`config.mk`:
```
export PLATFORM = sky130hd
export DESIGN_NAME = lru_replacement_tracker_top_flat
export DESIGN_NICKNAME = d
export VERILOG_FILES = /design/src/rtl/core/lrt_pkg.sv /design/src/rtl/core/lrt_if.sv /design/src/rtl/core/lrt_cell.sv /design/src/rtl/core/lru_replacement_tracker_top.sv /design/src/flat_wrapper.sv
export SDC_FILE = /design/constraint.sdc
export NUM_CORES = 1
export LEC_CHECK = 0
export CORE_ASPECT_RATIO = 0.8
export CORE_MARGIN = 3
export CORE_UTILIZATION = 65
export DETAILED_ROUTE_END_ITERATION = 16
export DONT_BUFFER_PORTS = 1
export PLACE_DENSITY = 0.9
export RECOVER_POWER = 50
export SLEW_MARGIN = 40
export SYNTH_ARGS = -nofsm -noshare
export SYNTH_HDL_FRONTEND = slang
export SYNTH_SLANG_ARGS = --single-unit
```
`constraint.sdc`:
```
create_clock -name i_clk -period 12.1 [get_ports i_clk]
set_clock_uncertainty 0.2 [all_clocks]
set_input_delay 1.21 -clock i_clk [delete_from_list [all_inputs] [get_ports i_clk]]
set_output_delay 1.21 -clock i_clk [all_outputs]
set_load 0.05 [all_outputs]
```
`src/rtl/core/lrt_pkg.sv`:
```
package lrt_pkg;

    localparam int LRT_CAPACITY  = 16;
    localparam int LRT_KEY_WIDTH = 16;

    localparam logic [1:0] CMD_TOUCH  = 2'd0;
    localparam logic [1:0] CMD_VICTIM = 2'd1;
    localparam logic [1:0] CMD_ERASE  = 2'd2;

    localparam logic [1:0] ST_DONE  = 2'd0;
    localparam logic [1:0] ST_MISS  = 2'd1;
    localparam logic [1:0] ST_FULL  = 2'd2;

    typedef struct packed {
        logic [1:0]  command;
        logic [15:0] key;
    } t_lrt_req;

    typedef struct packed {
        logic [1:0]  status;
        logic [15:0] victim_key;
        logic [4:0]  occupancy;
    } t_lrt_rsp;

    typedef struct packed {
        logic search;
        logic pop;
        logic append;
    } t_lrt_cell_ctl;

endpackage

```
`src/rtl/core/lrt_if.sv`:
```
interface lrt_req_if;
    import lrt_pkg::*;

    logic     valid;
    logic     ready;
    t_lrt_req payload;

    modport source (output valid, output payload, input ready);
    modport sink   (input valid, input payload, output ready);
endinterface

interface lrt_rsp_if;
    import lrt_pkg::*;

    logic     valid;
    logic     ready;
    t_lrt_rsp payload;

    modport source (output valid, output payload, input ready);
    modport sink   (input valid, input payload, output ready);
endinterface

```
`src/rtl/core/lrt_cell.sv`:
```
module lrt_cell #(
    parameter int KW = 16
) (
    input  logic                   i_clk,
    input  logic                   i_rst_n,
    input  lrt_pkg::t_lrt_cell_ctl i_ctl,
    input  logic [KW-1:0]          i_key,
    input  logic                   i_chain_sh,
    input  logic [KW-1:0]          i_up_key,
    input  logic                   i_up_valid,
    input  logic                   i_dn_valid_nxt,
    output logic                   o_chain_sh,
    output logic [KW-1:0]          o_key,
    output logic                   o_valid,
    output logic                   o_valid_nxt
);
    import lrt_pkg::*;

    logic [KW-1:0] r_key;
    logic          r_valid;
    logic [KW-1:0] n_key;
    logic          n_valid;
    logic          w_match;
    logic          w_sh;
    logic          w_vnxt;
    logic [KW-1:0] w_key_sh;
    logic          w_load;

    always_comb begin
        w_match  = i_ctl.search && r_valid && (r_key == i_key);
        w_sh     = i_chain_sh || w_match || i_ctl.pop;
        w_vnxt   = w_sh ? i_up_valid : r_valid;
        w_key_sh = w_sh ? i_up_key : r_key;
        // new key lands in the lowest slot left empty after the shift
        w_load   = i_ctl.append && !w_vnxt && i_dn_valid_nxt;
        n_valid  = w_vnxt || w_load;
        n_key    = w_load ? i_key : w_key_sh;
    end

    always_ff @(posedge i_clk) begin
        if (!i_rst_n) begin
            r_valid <= 1'b0;
        end else begin
            r_valid <= n_valid;
        end
    end

    always_ff @(posedge i_clk) begin
        r_key <= n_key;
    end

    assign o_chain_sh  = w_sh;
    assign o_key       = r_key;
    assign o_valid     = r_valid;
    assign o_valid_nxt = w_vnxt;

endmodule

```
`src/rtl/core/lru_replacement_tracker_top.sv`:
```
// Exact LRU recency list of up to CAPACITY distinct keys, held in a row of
// cells with the least recent key in cell 0. One command is taken per cycle and
// its result appears registered on the next cycle; a new request is accepted
// whenever the result register is empty or being taken. Each command is resolved
// combinationally: every cell compares the key at once, a shift enable ripples
// up the row from the matching cell, each cell shifted pulls its upper neighbor,
// and a touched key is written into the lowest cell left empty. The length of
// that ripple through CAPACITY cells sets the clock period. Keys wider than 16
// bits are not possible at the port, so cells hold at most 16 key bits.
module lru_replacement_tracker_top #(
    parameter int CAPACITY  = lrt_pkg::LRT_CAPACITY,
    parameter int KEY_WIDTH = lrt_pkg::LRT_KEY_WIDTH
) (
    input  logic      i_clk,
    input  logic      i_rst_n,
    lrt_req_if.sink   i_req,
    lrt_rsp_if.source o_rsp
);
    import lrt_pkg::*;

    localparam int KW = (KEY_WIDTH < 16) ? KEY_WIDTH : 16;
    localparam int CW = $clog2(CAPACITY + 1);

    logic          w_fire;
    logic [KW-1:0] w_key;
    t_lrt_cell_ctl w_ctl;
    logic          w_hit;
    logic          w_full;
    logic          w_empty;

    logic [KW-1:0] w_cell_key  [CAPACITY];
    logic          w_cell_valid[CAPACITY];
    logic          w_cell_vnxt [CAPACITY];
    logic          w_sh        [CAPACITY+1];
    logic [CAPACITY-1:0] w_valid_vec;

    logic [CW-1:0] r_count;
    logic [CW-1:0] n_count;
    logic          r_out_valid;
    t_lrt_rsp      r_out;
    t_lrt_rsp      n_out;

    assign i_req.ready = !r_out_valid || o_rsp.ready;
    assign w_fire      = i_req.valid && i_req.ready;
    assign w_key       = KW'(i_req.payload.key);

    // a full row with no match leaves no empty cell, so the append drops itself
    always_comb begin
        w_ctl.search = w_fire && (i_req.payload.command == CMD_TOUCH ||
                                  i_req.payload.command == CMD_ERASE);
        w_ctl.pop    = w_fire && (i_req.payload.command == CMD_VICTIM);
        w_ctl.append = w_fire && (i_req.payload.command == CMD_TOUCH);
    end

    assign w_sh[0] = 1'b0;

    genvar g;
    generate
        for (g = 0; g < CAPACITY; g++) begin : g_cell
            logic [KW-1:0] w_up_key;
            logic          w_up_valid;
            logic          w_dn_vnxt;

            if (g == CAPACITY - 1) begin : g_top
                assign w_up_key   = '0;
                assign w_up_valid = 1'b0;
            end else begin : g_mid
                assign w_up_key   = w_cell_key[g+1];
                assign w_up_valid = w_cell_valid[g+1];
            end

            if (g == 0) begin : g_bot
                assign w_dn_vnxt = 1'b1;
            end else begin : g_up
                assign w_dn_vnxt = w_cell_vnxt[g-1];
            end

            lrt_cell #(
                .KW(KW)
            ) u_cell (
                .i_clk          (i_clk),
                .i_rst_n        (i_rst_n),
                .i_ctl          (w_ctl),
                .i_key          (w_key),
                .i_chain_sh     (w_sh[g]),
                .i_up_key       (w_up_key),
                .i_up_valid     (w_up_valid),
                .i_dn_valid_nxt (w_dn_vnxt),
                .o_chain_sh     (w_sh[g+1]),
                .o_key          (w_cell_key[g]),
                .o_valid        (w_cell_valid[g]),
                .o_valid_nxt    (w_cell_vnxt[g])
            );

            assign w_valid_vec[g] = w_cell_valid[g];
        end
    endgenerate

    // with search on and pop off, the top of the chain is the any-match flag
    assign w_hit   = w_sh[CAPACITY];
    assign w_full  = w_cell_valid[CAPACITY-1];
    assign w_empty = !w_cell_valid[0];

    always_comb begin
        n_count          = r_count;
        n_out.status     = ST_DONE;
        n_out.victim_key = '0;
        case (i_req.payload.command)
            CMD_TOUCH: begin
                if (!w_hit) begin
                    if (w_full) begin
                        n_out.status = ST_FULL;
                    end else begin
                        n_count = r_count + CW'(1);
                    end
                end
            end
            CMD_VICTIM: begin
                if (w_empty) begin
                    n_out.status = ST_MISS;
                end else begin
                    n_out.victim_key = 16'(w_cell_key[0]);
                    n_count          = r_count - CW'(1);
                end
            end
            CMD_ERASE: begin
                if (w_hit) begin
                    n_count = r_count - CW'(1);
                end else begin
                    n_out.status = ST_MISS;
                end
            end
            default: begin
                n_count = r_count;
            end
        endcase
        n_out.occupancy = 5'(n_count);
    end

    always_ff @(posedge i_clk) begin
        if (!i_rst_n) begin
            r_count     <= '0;
            r_out_valid <= 1'b0;
        end else begin
            if (w_fire) begin
                r_count     <= n_count;
                r_out_valid <= 1'b1;
            end else if (o_rsp.ready) begin
                r_out_valid <= 1'b0;
            end
        end
    end

    always_ff @(posedge i_clk) begin
        if (w_fire) begin
            r_out <= n_out;
        end
    end

    assign o_rsp.valid   = r_out_valid;
    assign o_rsp.payload = r_out;

`ifndef ASSERT_OFF
    a_count_matches_cells: assert property (@(posedge i_clk) disable iff (!i_rst_n)
        $countones(w_valid_vec) == 32'(r_count))
        else $error("occupied cell count differs from entry count");

    a_cells_packed: assert property (@(posedge i_clk) disable iff (!i_rst_n)
        $onehot0(w_valid_vec ^ (w_valid_vec >> 1)) && (w_valid_vec[0] || !w_full))
        else $error("occupied cells are not packed from cell zero");

    a_occ_matches: assert property (@(posedge i_clk) disable iff (!i_rst_n)
        r_out_valid |-> r_out.occupancy == 5'(r_count))
        else $error("reported occupancy differs from entry count");

    a_full_status: assert property (@(posedge i_clk) disable iff (!i_rst_n)
        (r_out_valid && r_out.status == ST_FULL) |-> r_count == CW'(CAPACITY))
        else $error("full status while list not full");

    a_victim_pop: assert property (@(posedge i_clk) disable iff (!i_rst_n)
        (w_fire && i_req.payload.command == CMD_VICTIM && !w_empty)
            |=> r_count == $past(r_count) - CW'(1))
        else $error("victim did not shrink the list");
`endif

endmodule
```
`src/flat_wrapper.sv`:
```
// flat-port wrapper written by rule: the top's interface ports become plain ports
module lru_replacement_tracker_top_flat import lrt_pkg::*;
#(
    parameter int CAPACITY  = lrt_pkg::LRT_CAPACITY,
    parameter int KEY_WIDTH = lrt_pkg::LRT_KEY_WIDTH
)
  (i_clk, i_rst_n, i_req_valid, i_req_payload, i_req_ready, o_rsp_valid, o_rsp_payload, o_rsp_ready);
  lrt_req_if i_req_i ();
  lrt_rsp_if o_rsp_i ();
  input  logic i_clk;
  input  logic i_rst_n;
  input wire logic [$bits(i_req_i.valid)-1:0] i_req_valid;
  input wire logic [$bits(i_req_i.payload)-1:0] i_req_payload;
  output wire logic [$bits(i_req_i.ready)-1:0] i_req_ready;
  output wire logic [$bits(o_rsp_i.valid)-1:0] o_rsp_valid;
  output wire logic [$bits(o_rsp_i.payload)-1:0] o_rsp_payload;
  input wire logic [$bits(o_rsp_i.ready)-1:0] o_rsp_ready;
  assign i_req_i.valid = i_req_valid;
  assign i_req_i.payload = i_req_payload;
  assign i_req_ready = i_req_i.ready;
  assign o_rsp_valid = o_rsp_i.valid;
  assign o_rsp_payload = o_rsp_i.payload;
  assign o_rsp_i.ready = o_rsp_ready;
  lru_replacement_tracker_top #(.CAPACITY(CAPACITY), .KEY_WIDTH(KEY_WIDTH)) u_core (.i_clk(i_clk), .i_rst_n(i_rst_n), .i_req(i_req_i), .o_rsp(o_rsp_i));
endmodule
```
==> results of run 1 <==
==> worst max path at each step <==
stage	startpoint	to	slack [ps]	cells after the start
after floorplan	o_rsp_ready	u_core.g_cell[9].u_cell.o_key[0]$_DFFE_PP_	6730	14
after global placement	o_rsp_ready	u_core.g_cell[9].u_cell.o_key[14]$_DFFE_PP_	5640	11
after detailed placement	o_rsp_ready	u_core.g_cell[13].u_cell.o_key[5]$_DFFE_PP_	5890	11
after CTS	u_core.o_rsp.valid$_SDFFE_PN0P_	u_core.g_cell[11].u_cell.o_key[5]$_DFFE_PP_	6330	10
after global routing	u_core.o_rsp.valid$_SDFFE_PN0P_	u_core.g_cell[14].u_cell.o_key[7]$_DFFE_PP_	4680	11
final	u_core.o_rsp.valid$_SDFFE_PN0P_	u_core.g_cell[14].u_cell.o_key[7]$_DFFE_PP_	5080	11
==> cells by family (layout without fill, tap and decap cells) <==
| kind of cell | after synthesis | count (layout) | share of synthesized area, % |
|---|---|---|---|
| flops | 301 | 301 | 53.25 |
| simple gates | 264 | 264 | 9.036 |
| xor+xnor | 258 | 258 | 13.64 |
| mux | 252 | 252 | 17.28 |
| buf+inv | 114 | 70 | 3.951 |
| compound gates | 66 | 66 | 2.690 |
| fa+ha+maj | 2 | 2 | 0.1511 |
==> power breakdown <==
part / internal, mW / switching [mW] / leakage [nW]
sequential: 1.21 / 0.0604 / 2.81
combinational: 0.0963 / 0.101 / 2.56
clock: 0.473 / 0.388 / 0.444
==> through the flow <==
| step | area, um2 | utilization, % | setup WS (ps) |
|---|---|---|---|
| after floorplan | 16560 | - | 6726 |
| after global placement | 16380 | 66.33 | 5636 |
| after detailed placement | 16390 | 66.39 | 5887 |
| after CTS | 17290 | 70.03 | 6329 |
| after global routing | 17270 | 69.93 | 4682 |
| final | 17270 | 69.93 | 5084 |
==> placed cells by master (no fill, tap or decap), drive strengths merged, types with 4 or more instances in the layout <==
master,count
xnor2,135
nand4,44
nand2b,11
nand2,30
xor2,123
a21oi,20
a31oi,4
nor4,29
o21a,5
clkbuf,35
dfxtp,22
nor2b,4
o21ai,12
edfxtp,279
nor2,40
a211oi,4
nand3,18
clkinv,18
and2,24
and3,20
inv,11
mux2i,8
nor3,29
mux2,244
==> area by class of cell <==
| type | count | share of cell area [%] |
|---|---|---|
| Clock buffer | 33 | 4.405 |
| Clock inverter | 20 | 0.7970 |
| Inverter | 12 | 0.2608 |
| Multi-Input combinational cell | 842 | 40.99 |
| Sequential cell | 301 | 51.06 |
| Tap cell | 318 | 2.304 |
| Timing Repair Buffer | 5 | 0.1739 |
==> per-layer routing <==
| layer | vias to the layer above | wire length [um] | part of all wire [%] |
|---|---|---|---|
| met2 | 418 | 16730 | 46 |
| met1 | 4958 | 16060 | 44 |
| met4 | 0 | 910 | 2.5 |
| met3 | 73 | 2790 | 7.6 |
| li1 | 4456 | - | - |
| met5 | - | 0 | 0 |
==> flip-flops by register name, indices dropped and copies added, names as in the netlist <==
signal                        flops
u_core.g_cell.u_cell.o_valid     16
u_core.r_count                    5
u_core.g_cell.u_cell.o_key      256
u_core.o_rsp.valid                1
u_core.o_rsp.payload             23
==> tightest hold or removal path, delay by kind of cell, from the launching register on <==
kind            cells  cell delay (ps)
flops               1              350
compound gates      2              170
==> results.md, run 1 <==
- Status: complete, but fails checks
- Violated checks: capacitance limit, slew limit
- # hold bufs at CTS: 0
- Area occupied by multi-input gates: 0.007079 mm2
- CP max FO: 28
- Total Power: 2.326 mW
- Maxcap violations: 1
- WHS: 365.4 ps
- Delay-heaviest family, CP: simple AND/OR/NAND/NOR gates
- Final Setup Violations: 0
- PwrDens: 134.7 mW/mm2
- Cell with the most instances after synthesis: edfxtp_1
- Initial Util: 67.06%
- Clk slew on worst S/H paths: 60 ps
- IO buf count: 0
- Peak supply drop: 0.0001807 V
- Post-route clock period utilization: 57.98%
- Sum Neg Setup Slack: 0 ps
- First-pass GRT wire length: 56880 um
- Busiest grt layer: met2
- Ant diodes: 0
- Worst R2R Setup Slack: 5080 ps
- Kind of critical path: reg -> reg
- Worst path max stage delay: 1160 ps
- Final-report max-slew violation count: 18
- Post-synth top flop: edfxtp_1
- Overflow after GRT: 0
- Min-delay src: u_core.g_cell[13].u_cell.o_valid$_SDFF_PN0_
- Worst r2r dst: u_core.g_cell[14].u_cell.o_key[7]$_DFFE_PP_
- Max Fclk: 142.5 MHz
- Layout Nets: 1215
- Initial antenna violation count: 0
- DRC: 0
- Netlist cell types: 66
- Core box area: 0.02469 mm2
- Die X-Extent: 184.5 um
- Critical Path Sink Type: flop
- CP most frequent cell: nand2_1
- Post-synth EDFFs: 279
- Worst Max-Slew Pin Slew: 2273 ps
- Post-synthesis area per instance: 13.17 um2
- H-tree depth: 1
- Worst path slowest cell: nor3_1
- GPL Wtd Cong: 0.8753
- Longest Clk Path Bufs: 3
- Hold Crit Class: reg -> reg
- Layout cell share with drive strength beyond 1: 23.91%
- Post-CTS Setup Bufs: 0
- Synth area leaders: edfxtp_1 (51%), mux2_2 (15%), xnor2_1 (7.1%), xor2_1 (6.5%), dfxtp_1 (2.7%)
- Largest net degree at the start of global routing: 33
- Final hold violation count: 0
- WP data arrival: 6990 ps
- Post-detailed-route count of antenna-violating nets: 0
- GRT met3 Usage: 4.803%
- Critical path cell sequence: nand2b_1 -> nand2_1 -> inv_1 -> nand2_1 -> o21ai_0 -> or4b_1 -> nor3_1 -> and2_0 -> nor2b_1 -> or3_2 -> nand2_1
- FF-to-FF path depth: 11
- Critical path required time: 12070 ps
- Num ports: 47
- First-pass DRT Iterations: 5
- Synth top area share: 50.59%
- Synthesized area: 0.01656 mm2
- Slew margin rel.: -52.69%
- Met1 usage: 38.57%
- Register area share after synthesis: 53.25%
- Leak Pwr: 5.822 nW
- Die Area: 0.02744 mm2
- TritonCTS clock tree: built
- Drt wl/cell: 23.83 um
- Tot GR Track Use: 26.50%
- Syn-to-layout area delta: 4.276%
- Hold endpoint: u_core.g_cell[13].u_cell.o_valid$_SDFF_PN0_
- Crit path time final: 7016 ps
- RR Startpoint: u_core.o_rsp.valid$_SDFFE_PN0P_
- GR Util met2: 41.54%
- Resize count post-CTS: 0
- Rows: 51
- Yosys warnings: 0
- TritonCTS Buffers: 29
- Filler Cell Count: 1577
- Hold depth: 2
- Worst skew pair latency: 550 ps
- DR vias: 9905
- Root Driver: clkbuf_16
- Clock Sinks: 301
- Number of global-route vias before repair: 9841
- WP buf/inv: 1
- RSZ-0062 raised after global routing: no
- Cells after Synth: 1257
- Synth top cells by count: edfxtp_1 (279), mux2_2 (226), xnor2_1 (135)
- Syn Nets: 1281
- Mean number of vias per cell: 6.470
- Reg area: 0.008818 mm2
- Placed cells: 1477
- Fin cells: 1531
- DP HPWL: 23460 um
- Die height: 148.8 um
- Cell taking the most area after synthesis: edfxtp_1
- Synth Register Bits: 301
- CP Launch Type: flop
- 1st-iter DRT viols: 1064
- Drt total wl: 36490 um
- Asr flop ratio synth: 0%
Power figures use the tool's default switching activity.
==> run 2: changes to the inputs <==
--- a/config.mk
+++ b/config.mk
@@ -7,10 +7,10 @@
 export LEC_CHECK = 0
 export CORE_ASPECT_RATIO = 0.8
 export CORE_MARGIN = 3
-export CORE_UTILIZATION = 65
+export CORE_UTILIZATION = 58
 export DETAILED_ROUTE_END_ITERATION = 16
 export DONT_BUFFER_PORTS = 1
-export PLACE_DENSITY = 0.9
+export PLACE_DENSITY = 0.85
 export RECOVER_POWER = 50
 export SLEW_MARGIN = 40
 export SYNTH_ARGS = -nofsm -noshare
==> constraint.sdc (replaced) <==
create_clock -name i_clk -period 6.2 [get_ports i_clk]
set_clock_uncertainty 0.2 [all_clocks]
set_input_delay 0.62 -clock i_clk [delete_from_list [all_inputs] [get_ports i_clk]]
set_output_delay 0.62 -clock i_clk [all_outputs]
set_load 0.05 [all_outputs]
==> run 2 against run 1 <==
Against the previous run:
- the flow now finishes without violations
- non-clock buffer count rose by 7
- die area rose by 12%
- total power rose by 100%
- sequential cell count did not move
- count of clock-buffer cells in the layout rose by 12
- maximum frequency rose by 29%
- critical path type unchanged
- critical endpoint is now u_core.g_cell[14].u_cell.o_key[8]$_DFFE_PP_
- largest cell class unchanged
==> results.md, run 2 (synthesis gave the netlist of run 1 again) <==
- Clk slew on worst S/H paths: 60 ps (about the same)
- IO buf count: 0 (unchanged)
- FF-to-FF path depth: 11 (unchanged)
- Post-route clock period utilization: 87.54% (+30 points)
- Max FFs per register: 256 (unchanged)
- Layout Nets: 1222 (+0.58%)
- Worst Max-Slew Pin Slew: 1406 ps (-867.2 ps)
- Critical path required time: 6180 ps (-5890 ps)
- DRC: 0 (unchanged)
- CP Launch Type: flop
- Final Setup Violations: 0 (unchanged)
- DP HPWL: 23600 um (+0.60%)
- Worst R2R Setup Slack: 770 ps (-4310 ps)
- Worst skew pair latency: 560 ps (about the same)
- Die X-Extent: 194.9 um (+5.7%)
- Max Fclk: 184.2 MHz (+29%)
- Fin cells: 1584 (+3.5%)
- Ant diodes: 0 (unchanged)
- Filler Cell Count: 2003 (+27%)
- Final Cell Area: 0.01745 mm2 (+1.0%)
- Syn-to-layout area delta: 5.342%
- Critical Path Sink Type: flop
- Post-CTS Setup Bufs: 0 (unchanged)
- RSZ-0062 raised after global routing: no
- TritonCTS clock tree: built
- WHS: 24.36 ps (-341.0 ps)
- H-tree depth: 1 (unchanged)
- Tot GR Track Use: 23.05% (-3.4 points)
- Drt wl/cell: 22.45 um (-5.8%)
- Peak supply drop: 0.0002242 V (+24%)
- Rows: 54 (+5.9%)
- CP most frequent cell: nand2_1
- Final hold violation count: 0 (unchanged)
- Core box area: 0.02770 mm2 (+12%)
- Die height: 157.1 um (+5.6%)
- Kind of critical path: reg -> reg
- Sum Neg Setup Slack: 0 ps (unchanged)
- Leak Pwr: 5.880 nW (+1.0%)
- TritonCTS Buffers: 29 (unchanged)
- Worst path slowest cell: or3_2
- Hold depth: 1 (-1)
- Layout cell share with drive strength beyond 1: 24.26% (+0.35 points)
- WP data arrival: 5410 ps (-1580 ps)
- Hold Crit Class: in -> reg
- GPL Wtd Cong: 0.9562 (+9.2%)
- Root Driver: clkbuf_16
- Commonest non-fill, non-tap cell in the layout: edfxtp_1
- Num ports: 47 (unchanged)
- Longest Clk Path Bufs: 3 (unchanged)
- DR vias: 9833 (-0.73%)
- Crit path time final: 5428 ps (-1588 ps)
- Number of global-route vias before repair: 9787 (-0.55%)
- Post-detailed-route count of antenna-violating nets: 0 (unchanged)
- First-pass GRT wire length: 56620 um (-0.45%)
- Commonest non-fill, non-tap cells in the layout: edfxtp_1 (279), mux2_2 (222), xnor2_1 (135)
- Overflow after GRT: 0 (unchanged)
- Delay-heaviest family, CP: simple AND/OR/NAND/NOR gates
- Area occupied by multi-input gates: 0.007077 mm2 (about the same)
- Final-report max-slew violation count: 0 (-18)
- Placed cell area: 0.01648 mm2 (+0.53%)
- Maxcap violations: 0 (-1)
- WP depth: 11 (unchanged)
- WP buf/inv: 1 (unchanged)
- Drt total wl: 35550 um (-2.6%)
- Initial Util: 59.78% (-7.3 points)
- Critical path cell sequence: nand2b_1 -> nand2_1 -> clkinv_1 -> nand2_1 -> o21ai_0 -> or4b_1 -> nor3_4 -> and2_0 -> nor2b_1 -> or3_2 -> nand2_1
- First-pass DRT Iterations: 5 (unchanged)
- Clock Sinks: 301 (unchanged)
- PwrDens: 267.4 mW/mm2 (+99%)
- Status: finished, final reports clean
- Reg area: 0.008818 mm2 (unchanged)
- Die Area: 0.03063 mm2 (+12%)
- Slew margin rel.: 6.295% (+59 points)
- Worst path max stage delay: 740 ps (-420 ps)
- Largest net degree at the start of global routing: 33 (unchanged)
- Placed cells: 1529 (+3.5%)
- Fin util: 62.98% (-7.0 points)
- Initial antenna violation count: 0 (unchanged)
- 1st-iter DRT viols: 943 (-11%)
- CP max FO: 17 (-39%)
- Mean number of vias per cell: 6.208 (-4.0%)
[run 2: cell types whose count changed in the layout (fill, tap and decap cells not counted), sizes merged]
cell	previous run	this run
buf	3	5
bufinv	1	2
clkbuf	35	50
clkinv	18	8
clkinvlp	2	0
dlygate4sd3	0	2
inv	11	10
[run 2: path summary, 6_finish.rpt]
check	to	startpoint
hold reg to reg	u_core.r_count[4]$_SDFFE_PN0N_	u_core.r_count[4]$_SDFFE_PN0N_
setup / recovery	u_core.g_cell[14].u_cell.o_key[8]$_DFFE_PP_	u_core.o_rsp.valid$_SDFFE_PN0P_
hold / removal	u_core.r_count[1]$_SDFFE_PN0N_	i_rst_n
setup reg to reg	u_core.g_cell[14].u_cell.o_key[8]$_DFFE_PP_	u_core.o_rsp.valid$_SDFFE_PN0P_
[run 2: what timing repair did]
item	CTS	global route
hold buffers	2	0
gates resized for setup	0	0
endpoints found under the hold margin	3	0
[run 2: layout make-up]
class,instances,area share (%)
sequential,301,50.55
clock inverter,8,0.5020
tap,364,2.611
clock buffer,45,5.078
multi-input combinational,842,40.57
timing repair buffer,12,0.4375
inverter,12,0.2582
[run 2: routing by layer]
metal | vias up | GRT usage (%) | share of wire (%)
met4 | 0 | 4.309 | 1.3
met3 | 51 | 4.301 | 7.7
met2 | 412 | 36.78 | 46
li1 | 4465 | - | -
met5 | - | 0 | 0
met1 | 4905 | 33.70 | 45
[run 2: metrics by stage]
| stage | power, mW | setup slack [ps] |
|---|---|---|
| floorplan | 2.863 | 1416 |
| global placement | 2.880 | 1118 |
| detailed placement | 2.894 | 944.5 |
| CTS | 4.693 | 911.0 |
| global route | 4.814 | 547.1 |
| finish | 4.666 | 772.3 |
[run 2: worst register-to-register path, delay by kind of cell, from the launching register on]
family / cells / cell delay (ps)
AND/OR/NAND/NOR: 9 / 3940
AO/OA/AOI/OAI: 1 / 150
flip-flops: 1 / 630
buffers and inverters: 1 / 120
[run 2: where the power goes]
part | total, mW | switching, mW | leakage, nW | internal [mW]
Clock | 1.81 | 0.747 | 0.483 | 1.06
Combinational | 0.386 | 0.197 | 2.58 | 0.190
Sequential | 2.47 | 0.117 | 2.81 | 2.36
Total | 4.67 | 1.06 | 5.88 | 3.61
==> run 3: changes to the inputs <==
--- a/config.mk
+++ b/config.mk
@@ -5,6 +5,7 @@
 export SDC_FILE = /design/constraint.sdc
 export NUM_CORES = 1
 export LEC_CHECK = 0
+export ABC_AREA = 1
 export CORE_ASPECT_RATIO = 0.8
 export CORE_MARGIN = 3
 export CORE_UTILIZATION = 58
@@ -12,7 +13,6 @@
 export DONT_BUFFER_PORTS = 1
 export PLACE_DENSITY = 0.85
 export RECOVER_POWER = 50
-export SLEW_MARGIN = 40
 export SYNTH_ARGS = -nofsm -noshare
 export SYNTH_HDL_FRONTEND = slang
 export SYNTH_SLANG_ARGS = --single-unit
==> run 3 against run 2 <==
Against the previous run:
- design area fell by 1.3%
- total power down 3.6%
- wire length is 18% higher
- via count up 29%
- die area shrank 1.1%
- synthesized cell count up 39%
- global-route usage rose by 3.9 points
- clock power down 3%
- first-iteration DRC count grew 75%
- area after synthesis decreased by 1.1%
- sequential cell count unchanged
==> results.md, run 3 <==
- Simple-gate portion of the synthesized area: 20.33% (+11 points)
- IO buf count: 0 (unchanged)
- RR Startpoint: u_core.o_rsp.valid$_SDFFE_PN0P_
- Post-synthesis mux area share: 0.5502% (-17 points)
- Rows: 54 (unchanged)
- CP startpoint: u_core.o_rsp.valid$_SDFFE_PN0P_
- Commonest non-fill, non-tap cells in the layout: nand2_1 (420), edfxtp_1 (279), o21ai_0 (241)
- Max Fclk: 180.0 MHz (-2.3%)
- Max FFs per register: 256 (unchanged)
- Syn-to-layout area delta: 5.120%
- Delay-heaviest family, CP: simple AND/OR/NAND/NOR gates
- Mean number of vias per cell: 6.191 (-0.27%)
- Die Area: 0.03029 mm2 (-1.1%)
- Post-synthesis area per instance: 9.399 um2 (-29%)
- Status: finished, final reports clean
- Critical path required time: 6070 ps (-110 ps)
- Cells after Synth: 1742 (+39%)
- Tot GR Track Use: 26.94% (+3.9 points)
- Post-synth EDFFs: 279 (unchanged)
- DRC: 0 (unchanged)
- Netlist cell types: 49 (-26%)
- Final Setup Violations: 0 (unchanged)
- Die X-Extent: 193.9 um (-0.55%)
- 1st-iter DRT viols: 1648 (+75%)
- Worst path slowest cell: nand3_1
- Num ports: 47 (unchanged)
- First-pass DRT Iterations: 8 (+3)
- Sum Neg Setup Slack: 0 ps (unchanged)
- Worst Max-Slew Pin Slew: 1374 ps (-31.48 ps)
- Peak supply drop: 0.0002659 V (+19%)
- Final-report max-slew violation count: 0 (unchanged)
- Critical path cell sequence: nand2_1 -> nand2_2 -> nor2_2 -> inv_2 -> nor2_1 -> nand3_1 -> nand4_4 -> nor2_4 -> nand4_4 -> nor2_8 -> nand4_1 -> nor2_4 -> mux2i_1 -> nor2_2 -> nand2_4 -> nand3_1
- Synth Area in XOR/XNOR: 8.291% (-5.4 points)
- Slew margin rel.: 8.394% (+2.1 points)
- CP max FO: 34 (+17)
- Register area share after synthesis: 53.86% (+0.61 points)
- # hold bufs at CTS: 1 (-1)
- WP buf/inv: 1 (unchanged)
- Asr flop ratio synth: 0% (unchanged)
- Longest Clk Path Bufs: 3 (unchanged)
- Critical Path Sink Type: flop
- Ant diodes: 0 (unchanged)
- Synth top cells by count: nand2_1 (419), edfxtp_1 (279), o21ai_0 (232)
- Worst skew pair latency: 560 ps (about the same)
- First-pass GRT wire length: 65200 um (+15%)
- Post-route clock period utilization: 89.62% (+2.1 points)
- Leak Pwr: 6.656 nW (+13%)
- Post-detailed-route count of antenna-violating nets: 0 (unchanged)
- Syn Nets: 1766 (+38%)
- Commonest non-fill, non-tap cell in the layout: nand2_1
- Number of global-route vias before repair: 12.06k (+23%)
- Synth top area share: 51.17% (+0.58 points)
- Post-synth top flop: edfxtp_1
- Final hold violation count: 0 (unchanged)
- Initial antenna violation count: 0 (unchanged)
- RSZ-0062 raised after global routing: no
- Hold Crit Class: in -> reg
- Core box area: 0.02750 mm2 (-0.73%)
- H-tree depth: 1 (unchanged)
- Worst R2R Setup Slack: 640 ps (-130 ps)
- Main combinational cell family by area after synthesis: simple AND/OR/NAND/NOR gates
- Resize count post-CTS: 0 (unchanged)
- Cell with the most instances after synthesis: nand2_1
- Yosys warnings: 0 (unchanged)
- Synthesized area: 0.01637 mm2 (-1.1%)
- Maxcap violations: 0 (unchanged)
- Die height: 156.3 um (-0.55%)
- PwrDens: 261.4 mW/mm2 (-2.3%)
- Clk slew on worst S/H paths: 60 ps (about the same)
- Crit path time final: 5557 ps (+128.9 ps)
- Min-delay src: i_rst_n
- GPL Wtd Cong: 0.9155 (-4.3%)
- Synth area leaders: edfxtp_1 (51%), nand2_1 (9.6%), o21ai_0 (7.1%), xor2_1 (5.0%), xnor2_1 (3.3%)
- Initial Util: 59.54% (-0.24 points)
- Root Driver: clkbuf_16
- TritonCTS Buffers: 29 (unchanged)
- CP Launch Type: flop
- Worst path max stage delay: 700 ps (-40 ps)
- Cell taking the most area after synthesis: edfxtp_1
- WP data arrival: 5430 ps (+20 ps)
- Drt wl/cell: 20.40 um (-9.1%)
- TritonCTS clock tree: built
- Synth Area in Adders: 0.1528% (+0.0017 points)
- Kind of critical path: reg -> reg
- Compound-gate portion of the synthesized area: 11.18% (+8.5 points)
- DR vias: 12.72k (+29%)
- WHS: 16.71 ps (-7.653 ps)
- Clock Sinks: 301 (unchanged)
- Layout cell share with drive strength beyond 1: 9.107% (-15 points)
- Synth Register Bits: 301 (unchanged)
- Layout Nets: 1692 (+38%)
- Post-CTS Setup Bufs: 0 (unchanged)
- Drt total wl: 41930 um (+18%)
- DP HPWL: 27090 um (+15%)
- Overflow after GRT: 0 (unchanged)
- Largest net degree at the start of global routing: 41 (+24%)
[run 3: cell count changes after synthesis, moves of 22 or more]
cell	delta
xor2_1	-30
nor2_1	+91
nand3_1	+23
o21ai_0	+220
o21ai_1	+23
nand2_1	+390
xnor2_1	-73
or2_2	+27
and2_1	-22
inv_1	+61
mux2_2	-226
[run 3: per-layer routing]
metal	part of all wire (%)	routed length, um	GRT usage (%)	vias up
met5	0	0	0	-
met4	3.9	1617	10.08	0
met3	11	4513	5.381	138
met2	46	19180	43.32	750
met1	40	16620	36.90	6042
li1	-	-	-	5793
[run 3: kinds of logic after synthesis]
| logic type | Yosys count |
|---|---|
| muxes | 9 |
| AOI/OAI and AO/OA | 330 |
| DFF | 301 |
| buffers and inverters | 202 |
| xor gates and xnor gates | 155 |
| and+or+nand+nor | 743 |
| adders and majority gates | 2 |
[run 3: through the flow]
step                      instance area [um2]  total power, mW  util [%]  cells  setup WS [ps]
after floorplan                         16370            2.704         -   1742           1827
after global placement                  16310            2.754     59.32   2000           1124
after detailed placement                16310            2.770     59.32   2000          927.3
after CTS                               17260            4.497     62.76   2055          999.1
after global routing                    17210            4.622     62.59   2055          316.9
final                                   17210            4.499     62.59   2055          643.4
[run 3: area by class of cell]
| type | count | area, um2 |
|---|---|---|
| clock buffers | 31 | 733.2 |
| multi-input cells | 1239 | 6609 |
| repair buffers | 12 | 70.07 |
| flip-flops and latches | 301 | 8818 |
| clock inverters | 23 | 201.4 |
| inverters | 85 | 324.1 |
| fillers | 2113 | 10290 |
| well taps | 364 | 455.4 |
[run 3: worst paths after layout]
path,depth (start not counted),to
max reg2reg,16,u_core.g_cell[14].u_cell.o_key[2]$_DFFE_PP_
max,16,u_core.g_cell[14].u_cell.o_key[2]$_DFFE_PP_
min,2,u_core.r_count[3]$_SDFFE_PN0N_
min reg2reg,2,u_core.g_cell[14].u_cell.o_key[7]$_DFFE_PP_
[run 3: report_power, final]
| group | leakage [nW] | total, mW | switching, mW | internal (mW) |
|---|---|---|---|---|
| clock | 0.453 | 1.76 | 0.776 | 0.983 |
| sequential | 2.75 | 2.38 | 0.0877 | 2.30 |
| combinational | 3.46 | 0.357 | 0.238 | 0.119 |
